[src/hdl/mcfe_pkg.sv]
// types and constants shared by the motor command frame encoder
`timescale 1ns / 1ps
`default_nettype none

package mcfe_pkg;

    localparam int BYTE_W     = 8;
    localparam int REP_W      = 4;
    localparam int CFG_ADDR_W = 3;
    localparam int FRAME_LEN  = 6;
    localparam int POS_W      = 3;
    localparam int Q_DEPTH    = 2;
    localparam int Q_PTR_W    = 1;
    localparam int Q_CNT_W    = 2;

    localparam logic [BYTE_W-1:0] FRAME_OPEN  = 8'hFC;
    localparam logic [BYTE_W-1:0] FRAME_CLOSE = 8'hFD;

    // command characters
    localparam logic [BYTE_W-1:0] CMD_STOP     = 8'h4F; // O
    localparam logic [BYTE_W-1:0] CMD_FORWARD  = 8'h57; // W
    localparam logic [BYTE_W-1:0] CMD_LEFT     = 8'h41; // A
    localparam logic [BYTE_W-1:0] CMD_RIGHT    = 8'h44; // D
    localparam logic [BYTE_W-1:0] CMD_BACKWARD = 8'h53; // S
    localparam logic [BYTE_W-1:0] CMD_SLOW     = 8'h49; // I
    localparam logic [BYTE_W-1:0] CMD_FAST     = 8'h4B; // K

    // register indexes
    localparam logic [CFG_ADDR_W-1:0] REG_SPEED_LIMIT      = 3'd0;
    localparam logic [CFG_ADDR_W-1:0] REG_NORMAL_REPEAT    = 3'd1;
    localparam logic [CFG_ADDR_W-1:0] REG_STOP_REPEAT      = 3'd2;
    localparam logic [CFG_ADDR_W-1:0] REG_FORWARD_SPEED    = 3'd3;
    localparam logic [CFG_ADDR_W-1:0] REG_BACKWARD_SPEED   = 3'd4;
    localparam logic [CFG_ADDR_W-1:0] REG_SLOW_SPEED       = 3'd5;
    localparam logic [CFG_ADDR_W-1:0] REG_FAST_SPEED       = 3'd6;
    localparam logic [CFG_ADDR_W-1:0] REG_TURN_INNER_SPEED = 3'd7;

    // frame byte positions
    localparam logic [POS_W-1:0] POS_OPEN  = 3'd0;
    localparam logic [POS_W-1:0] POS_LDIR  = 3'd1;
    localparam logic [POS_W-1:0] POS_LSPD  = 3'd2;
    localparam logic [POS_W-1:0] POS_RDIR  = 3'd3;
    localparam logic [POS_W-1:0] POS_RSPD  = 3'd4;
    localparam logic [POS_W-1:0] POS_CLOSE = 3'd5;

    typedef struct packed {
        logic              ldir;
        logic [BYTE_W-1:0] lspd;
        logic              rdir;
        logic [BYTE_W-1:0] rspd;
        logic [REP_W-1:0]  reps;
    } frame_cmd_t;

endpackage

`default_nettype wire

[src/hdl/mcfe_front.sv]
// command decode, speed split and saturation, configuration registers
`timescale 1ns / 1ps
`default_nettype none

module mcfe_front import mcfe_pkg::*; #(
    parameter int MAX_REPEAT = 8
) (
    input  wire logic                  aclk,
    input  wire logic                  aresetn,
    input  wire logic                  cfg_we,
    input  wire logic [CFG_ADDR_W-1:0] cfg_addr,
    input  wire logic [BYTE_W-1:0]     cfg_wdata,
    input  wire logic                  s_tvalid,
    output logic                       s_tready,
    input  wire logic [BYTE_W-1:0]     s_tdata,
    input  wire logic                  q_full,
    output logic                       q_push,
    output frame_cmd_t                 q_entry
);

    localparam logic [REP_W-1:0] MaxRep = REP_W'(MAX_REPEAT);

    logic [BYTE_W-1:0] speed_limit_reg;
    logic [REP_W-1:0]  normal_repeat_reg;
    logic [REP_W-1:0]  stop_repeat_reg;
    logic [BYTE_W-1:0] forward_speed_reg;
    logic [BYTE_W-1:0] backward_speed_reg;
    logic [BYTE_W-1:0] slow_speed_reg;
    logic [BYTE_W-1:0] fast_speed_reg;
    logic [BYTE_W-1:0] turn_inner_speed_reg;

    logic              known;
    logic [BYTE_W-1:0] lmag;
    logic [BYTE_W-1:0] rmag;
    logic              lrev;
    logic              rrev;
    logic [REP_W-1:0]  reps;
    logic [REP_W-1:0]  reps_sat;

    always_ff @(posedge aclk) begin
        if (!aresetn) begin
            speed_limit_reg      <= 8'd150;
            normal_repeat_reg    <= 4'd3;
            stop_repeat_reg      <= 4'd8;
            forward_speed_reg    <= 8'd150;
            backward_speed_reg   <= 8'd150;
            slow_speed_reg       <= 8'd100;
            fast_speed_reg       <= 8'd150;
            turn_inner_speed_reg <= 8'd50;
        end else if (cfg_we) begin
            case (cfg_addr)
                REG_SPEED_LIMIT:      speed_limit_reg      <= cfg_wdata;
                REG_NORMAL_REPEAT:    normal_repeat_reg    <= cfg_wdata[REP_W-1:0];
                REG_STOP_REPEAT:      stop_repeat_reg      <= cfg_wdata[REP_W-1:0];
                REG_FORWARD_SPEED:    forward_speed_reg    <= cfg_wdata;
                REG_BACKWARD_SPEED:   backward_speed_reg   <= cfg_wdata;
                REG_SLOW_SPEED:       slow_speed_reg       <= cfg_wdata;
                REG_FAST_SPEED:       fast_speed_reg       <= cfg_wdata;
                REG_TURN_INNER_SPEED: turn_inner_speed_reg <= cfg_wdata;
                default: ;
            endcase
        end
    end

    always_comb begin
        known = 1'b1;
        lmag  = '0;
        rmag  = '0;
        lrev  = 1'b0;
        rrev  = 1'b0;
        reps  = normal_repeat_reg;
        case (s_tdata)
            CMD_STOP: begin
                reps = stop_repeat_reg;
            end
            CMD_FORWARD: begin
                lmag = forward_speed_reg;
                rmag = forward_speed_reg;
            end
            CMD_LEFT: begin
                lmag = turn_inner_speed_reg;
                lrev = 1'b1;
                rmag = fast_speed_reg;
            end
            CMD_RIGHT: begin
                lmag = fast_speed_reg;
                rmag = turn_inner_speed_reg;
                rrev = 1'b1;
            end
            CMD_BACKWARD: begin
                lmag = backward_speed_reg;
                rmag = backward_speed_reg;
                lrev = 1'b1;
                rrev = 1'b1;
            end
            CMD_SLOW: begin
                lmag = slow_speed_reg;
                rmag = slow_speed_reg;
            end
            CMD_FAST: begin
                lmag = fast_speed_reg;
                rmag = fast_speed_reg;
            end
            default: begin
                known = 1'b0;
            end
        endcase
    end

    assign reps_sat = (reps > MaxRep) ? MaxRep : reps;

    // a reverse wheel at zero speed goes out with direction 0
    assign q_entry.ldir = lrev && (lmag != '0);
    assign q_entry.lspd = (lmag > speed_limit_reg) ? speed_limit_reg : lmag;
    assign q_entry.rdir = rrev && (rmag != '0);
    assign q_entry.rspd = (rmag > speed_limit_reg) ? speed_limit_reg : rmag;
    assign q_entry.reps = reps_sat;

    assign s_tready = !q_full;
    // ignored bytes and zero repeats are taken and dropped
    assign q_push   = s_tvalid && !q_full && known && (reps_sat != '0);

endmodule

`default_nettype wire

[src/hdl/mcfe_queue.sv]
// two-entry command queue between decode and frame output
`timescale 1ns / 1ps
`default_nettype none

module mcfe_queue import mcfe_pkg::*; (
    input  wire logic        aclk,
    input  wire logic        aresetn,
    input  wire logic        push,
    input  wire frame_cmd_t  push_entry,
    output logic             full,
    input  wire logic        pop,
    output frame_cmd_t       head,
    output logic             empty
);

    frame_cmd_t             mem_reg [Q_DEPTH];
    logic [Q_PTR_W-1:0]     wr_ptr_reg;
    logic [Q_PTR_W-1:0]     rd_ptr_reg;
    logic [Q_CNT_W-1:0]     count_reg;
    logic [Q_CNT_W-1:0]     count_next;
    logic                   do_push;
    logic                   do_pop;

    assign full    = (count_reg == Q_CNT_W'(Q_DEPTH));
    assign empty   = (count_reg == '0);
    assign do_push = push && !full;
    assign do_pop  = pop && !empty;
    assign head    = mem_reg[rd_ptr_reg];

    always_comb begin
        count_next = count_reg;
        if (do_push && !do_pop) begin
            count_next = count_reg + 1'b1;
        end else if (do_pop && !do_push) begin
            count_next = count_reg - 1'b1;
        end
    end

    always_ff @(posedge aclk) begin
        if (do_push) begin
            mem_reg[wr_ptr_reg] <= push_entry;
        end
    end

    always_ff @(posedge aclk) begin
        if (!aresetn) begin
            wr_ptr_reg <= '0;
            rd_ptr_reg <= '0;
            count_reg  <= '0;
        end else begin
            if (do_push) begin
                wr_ptr_reg <= wr_ptr_reg + 1'b1;
            end
            if (do_pop) begin
                rd_ptr_reg <= rd_ptr_reg + 1'b1;
            end
            count_reg <= count_next;
        end
    end

    a_count_range: assert property (@(posedge aclk) disable iff (!aresetn)
        count_reg <= Q_CNT_W'(Q_DEPTH))
        else $error("queue count beyond depth");

    a_push_counts: assert property (@(posedge aclk) disable iff (!aresetn)
        (do_push && !do_pop) |=> (count_reg == $past(count_reg) + 1'b1))
        else $error("queue push lost");

    a_pop_counts: assert property (@(posedge aclk) disable iff (!aresetn)
        (do_pop && !do_push) |=> (count_reg == $past(count_reg) - 1'b1))
        else $error("queue pop lost");

endmodule

`default_nettype wire

[src/hdl/mcfe_back.sv]
// frame sequencer and registered output stage
`timescale 1ns / 1ps
`default_nettype none

module mcfe_back import mcfe_pkg::*; (
    input  wire logic          aclk,
    input  wire logic          aresetn,
    input  wire frame_cmd_t    q_head,
    input  wire logic          q_empty,
    output logic               q_pop,
    output logic               m_tvalid,
    input  wire logic          m_tready,
    output logic [BYTE_W-1:0]  m_tdata,
    output logic               m_tlast,
    output logic               m_tuser
);

    frame_cmd_t         cur_reg;
    logic               active_reg;
    logic               active_next;
    logic [POS_W-1:0]   pos_reg;
    logic [POS_W-1:0]   pos_next;
    logic [REP_W-1:0]   left_reg;
    logic [REP_W-1:0]   left_next;
    logic               m_tvalid_reg;
    logic               m_tvalid_next;
    logic [BYTE_W-1:0]  m_tdata_reg;
    logic [BYTE_W-1:0]  byte_sel;
    logic               m_tlast_reg;
    logic               m_tuser_reg;
    logic               out_free;
    logic               emit;
    logic               at_close;
    logic               run_end;

    assign out_free = !m_tvalid_reg || m_tready;
    assign emit     = active_reg && out_free;
    assign q_pop    = !active_reg && !q_empty;
    assign at_close = (pos_reg == POS_CLOSE);
    assign run_end  = at_close && (left_reg == REP_W'(1));

    always_comb begin
        case (pos_reg)
            POS_OPEN:  byte_sel = FRAME_OPEN;
            POS_LDIR:  byte_sel = {{(BYTE_W-1){1'b0}}, cur_reg.ldir};
            POS_LSPD:  byte_sel = cur_reg.lspd;
            POS_RDIR:  byte_sel = {{(BYTE_W-1){1'b0}}, cur_reg.rdir};
            POS_RSPD:  byte_sel = cur_reg.rspd;
            POS_CLOSE: byte_sel = FRAME_CLOSE;
            default:   byte_sel = FRAME_CLOSE;
        endcase
    end

    always_comb begin
        active_next   = active_reg;
        pos_next      = pos_reg;
        left_next     = left_reg;
        m_tvalid_next = m_tvalid_reg && !m_tready;
        if (q_pop) begin
            active_next = 1'b1;
            pos_next    = POS_OPEN;
            left_next   = q_head.reps;
        end else if (emit) begin
            m_tvalid_next = 1'b1;
            if (at_close) begin
                pos_next  = POS_OPEN;
                left_next = left_reg - 1'b1;
                if (run_end) begin
                    active_next = 1'b0;
                end
            end else begin
                pos_next = pos_reg + 1'b1;
            end
        end
    end

    always_ff @(posedge aclk) begin
        if (q_pop) begin
            cur_reg <= q_head;
        end
        if (emit) begin
            m_tdata_reg <= byte_sel;
            m_tlast_reg <= at_close;
            m_tuser_reg <= run_end;
        end
    end

    always_ff @(posedge aclk) begin
        if (!aresetn) begin
            active_reg   <= 1'b0;
            pos_reg      <= POS_OPEN;
            left_reg     <= '0;
            m_tvalid_reg <= 1'b0;
        end else begin
            active_reg   <= active_next;
            pos_reg      <= pos_next;
            left_reg     <= left_next;
            m_tvalid_reg <= m_tvalid_next;
        end
    end

    assign m_tvalid = m_tvalid_reg;
    assign m_tdata  = m_tdata_reg;
    assign m_tlast  = m_tlast_reg;
    assign m_tuser  = m_tuser_reg;

    a_run_end_closes_frame: assert property (@(posedge aclk) disable iff (!aresetn)
        (m_tvalid_reg && m_tuser_reg) |-> m_tlast_reg)
        else $error("run end not on a frame close");

    a_pos_range: assert property (@(posedge aclk) disable iff (!aresetn)
        active_reg |-> (pos_reg <= POS_CLOSE))
        else $error("frame position out of range");

    a_frames_left: assert property (@(posedge aclk) disable iff (!aresetn)
        active_reg |-> (left_reg != '0))
        else $error("active with no frames left");

    a_no_overwrite: assert property (@(posedge aclk) disable iff (!aresetn)
        (m_tvalid_reg && !m_tready) |-> !emit)
        else $error("output overwritten while stalled");

endmodule

`default_nettype wire

[src/hdl/motor_command_frame_encoder.sv]
// Takes one command character per item and sends the six-byte motor frame
// (FC, left dir, left speed, right dir, right speed, FD) repeat times, one byte
// per item on the output. O, W, A, D, S, I and K are commands; every other byte
// is taken and produces nothing, as does a repeat count of zero. Repeat counts
// above MAX_REPEAT are held at MAX_REPEAT. A command produces 6 * repeat output
// items at one per cycle while the output is not stalled, after the frame
// sequencer loads it from the two-entry command queue. The input keeps
// accepting while the queue has room; the output byte stream sets the rate.
// tlast marks the closing byte of each frame, tuser the last byte of the run.
// Configuration registers are written through cfg_we / cfg_addr / cfg_wdata;
// the user is to write them while the block is idle; the block itself does not
// enforce this.
`timescale 1ns / 1ps
`default_nettype none

module motor_command_frame_encoder import mcfe_pkg::*; #(
    parameter int MAX_REPEAT = 8
) (
    input  wire logic                  aclk,
    input  wire logic                  aresetn,
    input  wire logic                  cfg_we,
    input  wire logic [CFG_ADDR_W-1:0] cfg_addr,
    input  wire logic [BYTE_W-1:0]     cfg_wdata,
    input  wire logic                  s_tvalid,
    output logic                       s_tready,
    input  wire logic [BYTE_W-1:0]     s_tdata,   // [7:0] command_byte
    output logic                       m_tvalid,
    input  wire logic                  m_tready,
    output logic [BYTE_W-1:0]          m_tdata,   // [7:0] frame_byte
    output logic                       m_tlast,   // frame_last
    output logic                       m_tuser    // [0] run_last
);

    frame_cmd_t push_entry;
    frame_cmd_t head;
    logic       push;
    logic       full;
    logic       pop;
    logic       empty;

    mcfe_front #(
        .MAX_REPEAT(MAX_REPEAT)
    ) u_front (
        .aclk      (aclk),
        .aresetn   (aresetn),
        .cfg_we    (cfg_we),
        .cfg_addr  (cfg_addr),
        .cfg_wdata (cfg_wdata),
        .s_tvalid  (s_tvalid),
        .s_tready  (s_tready),
        .s_tdata   (s_tdata),
        .q_full    (full),
        .q_push    (push),
        .q_entry   (push_entry)
    );

    mcfe_queue u_queue (
        .aclk       (aclk),
        .aresetn    (aresetn),
        .push       (push),
        .push_entry (push_entry),
        .full       (full),
        .pop        (pop),
        .head       (head),
        .empty      (empty)
    );

    mcfe_back u_back (
        .aclk     (aclk),
        .aresetn  (aresetn),
        .q_head   (head),
        .q_empty  (empty),
        .q_pop    (pop),
        .m_tvalid (m_tvalid),
        .m_tready (m_tready),
        .m_tdata  (m_tdata),
        .m_tlast  (m_tlast),
        .m_tuser  (m_tuser)
    );

endmodule

`default_nettype wire

[config.mk]
export PLATFORM = sky130hd
export DESIGN_NAME = motor_command_frame_encoder
export DESIGN_NICKNAME = d
export VERILOG_FILES = /design/src/hdl/mcfe_pkg.sv /design/src/hdl/mcfe_front.sv /design/src/hdl/mcfe_queue.sv /design/src/hdl/mcfe_back.sv /design/src/hdl/motor_command_frame_encoder.sv
export SDC_FILE = /design/constraint.sdc
export NUM_CORES = 1
export LEC_CHECK = 0
export ABC_AREA = 1
export BUFFER_PORTS_ARGS = -buffer_cell sky130_fd_sc_hd__buf_2
export CAP_MARGIN = 5
export CORE_MARGIN = 2
export CORE_UTILIZATION = 30
export CTS_CLUSTER_DIAMETER = 200
export DETAILED_ROUTE_END_ITERATION = 7
export PLACE_DENSITY = 0.48
export SKIP_LAST_GASP = 1
export SYNTH_ARGS = -nofsm -noshare
export SYNTH_HDL_FRONTEND = slang
export SYNTH_SLANG_ARGS = --single-unit
[constraint.sdc]
create_clock -name aclk -period 4 [get_ports aclk]
set_clock_uncertainty 0.1 [all_clocks]
set_input_delay 0.8 -clock aclk [delete_from_list [all_inputs] [get_ports aclk]]
set_output_delay 0.8 -clock aclk [all_outputs]
set_load 0.05 [all_outputs]
==> flow_summary.toml <==
[outcome]
status = "complete, no violations"

[clocking]
clkTransAtPathRegs_ps = 60
cts_tree = "yes"
numCtsBuffers = 17
cts_sinks = 142
ctsRootBufferMaster = "clkbuf_16"
clock_latency_ps = 420
clock_path_buffers = 2
cts-resized-gates = 0
h-tree-depth = 4
ctsHoldBuffers = 0
post_cts_buffers = 0

[detailed_routing]
wirelength_um = 15600
drc_errors = 0
vias_per_cell = 4.55
drt_iter0_markers = 282
wire_per_inst_um = 14.2
final_antenna_net_count = 0
first_pass_iters = 6
vias = 4997

[power_and_ir_drop]
p_int_mw = 2.93
power.share.sequential_pct = 44.8
p_comb_share_pct = 18.5
pwr-share-clk_pct = 36.8
swShare_pct = 30.4
p_total_mw = 4.21
pwr_density_cell_mw_per_mm2 = 541
p_switching_mw = 1.28
leakage_nw = 3.34
max-vdd-ir-drop_v = 0.000240

[timing]
finalHoldViolations = 0
fin_crit_sh_pct = 78.8
grt_setup_unrepaired = "false"
worst_pin_slew_ps = 1050
tns_ps = 0
fin_crit_ps = 3150
drv_slew = 0
setup_viol = 0
hold_ws_ps = 357
relSlewSlack_pct = 30.0
max_freq_mhz = 317

[grt]
grt_max_degree = 49
first_global_vias = 4815
grt_pass1_wl_um = 25900
antenna_found_initial = 0
gr-total-overflow = 0
grt_usage_pct = 13.8

[logic_synthesis]
yosys.area_share.simple_pct = 25.8
synth.net_count = 806
synth-adder-area-share_pct = 3.75
syn_area_per_cell_sq_um = 8.77
yosysTopAreaCell = "edfxtp_1"
synth_cell_types = 38
synthMuxAreaShare_pct = 3.37
synth_top_family_by_area = "simple AND/OR/NAND/NOR gates"
synth_compound_area_share_pct = 8.56
yosysWarnings = 0
syn-instance-count = 762
syn_area_sq_mm = 0.00668
synth-xor-area-share_pct = 0.393
synth_top_cells_by_area = "edfxtp_1 32%, dfxtp_1 21%, nand2_1 9.8%"
seq_area_frac_synth_pct = 53.3
yosys.area.top_type_share_pct = 32.4
ys_ff_latch = 142

[die]
row_count = 54
coreArea_sq_mm = 0.0218
dieArea_sq_mm = 0.0235
die_w_um = 153
start_util_pct = 30.6
pin_count = 36
fp.dieH_um = 153

[place]
placed_cells = 1066
port_buffers = 35
gp_congestion = 0.810
place_hpwl_um = 11100

[finish]
nets = 849
syn_to_final_growth_pct = 16.4
fin_cells = 1098
fin_util_pct = 35.6
drive_above_1_share_pct = 16.0
largest_register_ffs = 44
fillers = 2259
antennaDiodeCount = 0

[worst_setup_path]
cp_max_fo = 19
end_kind = "register"
startpoint_type = "input pin"
crit_arrival_ps = 3240
cp.required_ps = 4080
crit_type = "in2reg"

[job]
maxCapViolCount = 0

[worst_hold_path]
hold_class = "reg2reg"
## power by group through the flow
| stage | Combinational [mW] | Clock (mW) | Sequential [mW] |
|---|---|---|---|
| 6_report | 0.778 | 1.55 | 1.88 |
| 2_1_floorplan | 0.522 | 0 | 1.98 |
| 5_1_grt | 0.879 | 1.64 | 1.91 |
| 3_5_place_dp | 0.792 | 0 | 1.92 |
| 3_3_place_gp | 0.792 | 0 | 1.91 |
| 4_1_cts | 0.794 | 1.59 | 1.89 |
## metal layers
metal,GRT usage (%),wire (um),vias to the layer above
met1,18.9,7680,2257
met5,0,0,-
met2,21.6,7090,78
met3,2.81,594,13
li1,-,-,2649
met4,4.54,204,0
## kinds of logic after synthesis
family,Yosys count
adders and majority gates,20
muxes,20
and+or+nand+nor,389
AOI/OAI and AO/OA,107
buffers and inverters,81
DFF,142
xor gates and xnor gates,3
## layout make-up
class	count	area [sq um]	share of cell area, %
clock buffer	19	454	5.84
clock inverter	13	128	1.64
inverter	60	225	2.90
multi-input combinational	539	2800	36.1
sequential	142	3560	45.8
tap	280	350	4.51
timing repair buffer	45	250	3.22
## critical path, stage by stage
cell and delay (ps):
buf_2 100, inv_2 40, nand2_2 70, nor2_4 360, buf_4 240, nand2_2 80
nand2_4 110, nand2_1 60, nand2_1 120, inv_1 60, ha_1 170, inv_1 50
a21oi_1 50, o21ai_0 150, nand2_1 60, o211ai_1 70, o21ai_1 80, buf_4 190
o21ai_0 360
## cells in the final DEF (no fill, tap or decap), types with 10 or more instances in the layout
master,count
nand3_1,75
buf_2,35
buf_4,10
inv_1,56
clkbuf_16,18
ha_1,20
edfxtp_1,72
mux2_2,20
nor2_1,105
o21ai_0,61
dfxtp_1,70
nand2_1,175
a21oi_1,29
nand2_2,11
## final timing paths
| path | cells past startpoint | slack (ps) | end | from |
|---|---|---|---|---|
| worst max-delay path | 19 | 850 | u_queue.mem_reg[1][6] | s_tdata[7] |
| worst min-delay path | 2 | 360 | u_front.backward_speed_reg[1] | u_front.backward_speed_reg[1] |
| worst max register to register | 12 | 1480 | u_queue.mem_reg[1][6] | u_front.forward_speed_reg[1] |
| worst min register to register | 2 | 360 | u_front.backward_speed_reg[1] | u_front.backward_speed_reg[1] |
## stage by stage
stage | setup WS, ps | instance area, sq um
floorplan | 833 | 6680
global placement | 490 | 7190
detailed placement | 455 | 7190
CTS | 899 | 7770
global route | 557 | 7770
finish | 847 | 7770
## cell usage after synthesis (all sizes together)
cell type	n
a22oi	1
o21ai	63
and2	1
nor4	1
a211oi	2
nand4	1
or2	1
a22o	1
nor2	115
xnor2	1
buf	10
clkbuf	11
mux2	20
nand2	189
o211ai	7
dfxtp	70
a21boi	1
inv	60
a31oi	1
xor2	2
ha	20
nor3	4
nand3	77
edfxtp	72
a21oi	31
No activity file was read; power rests on OpenSTA's default activity.
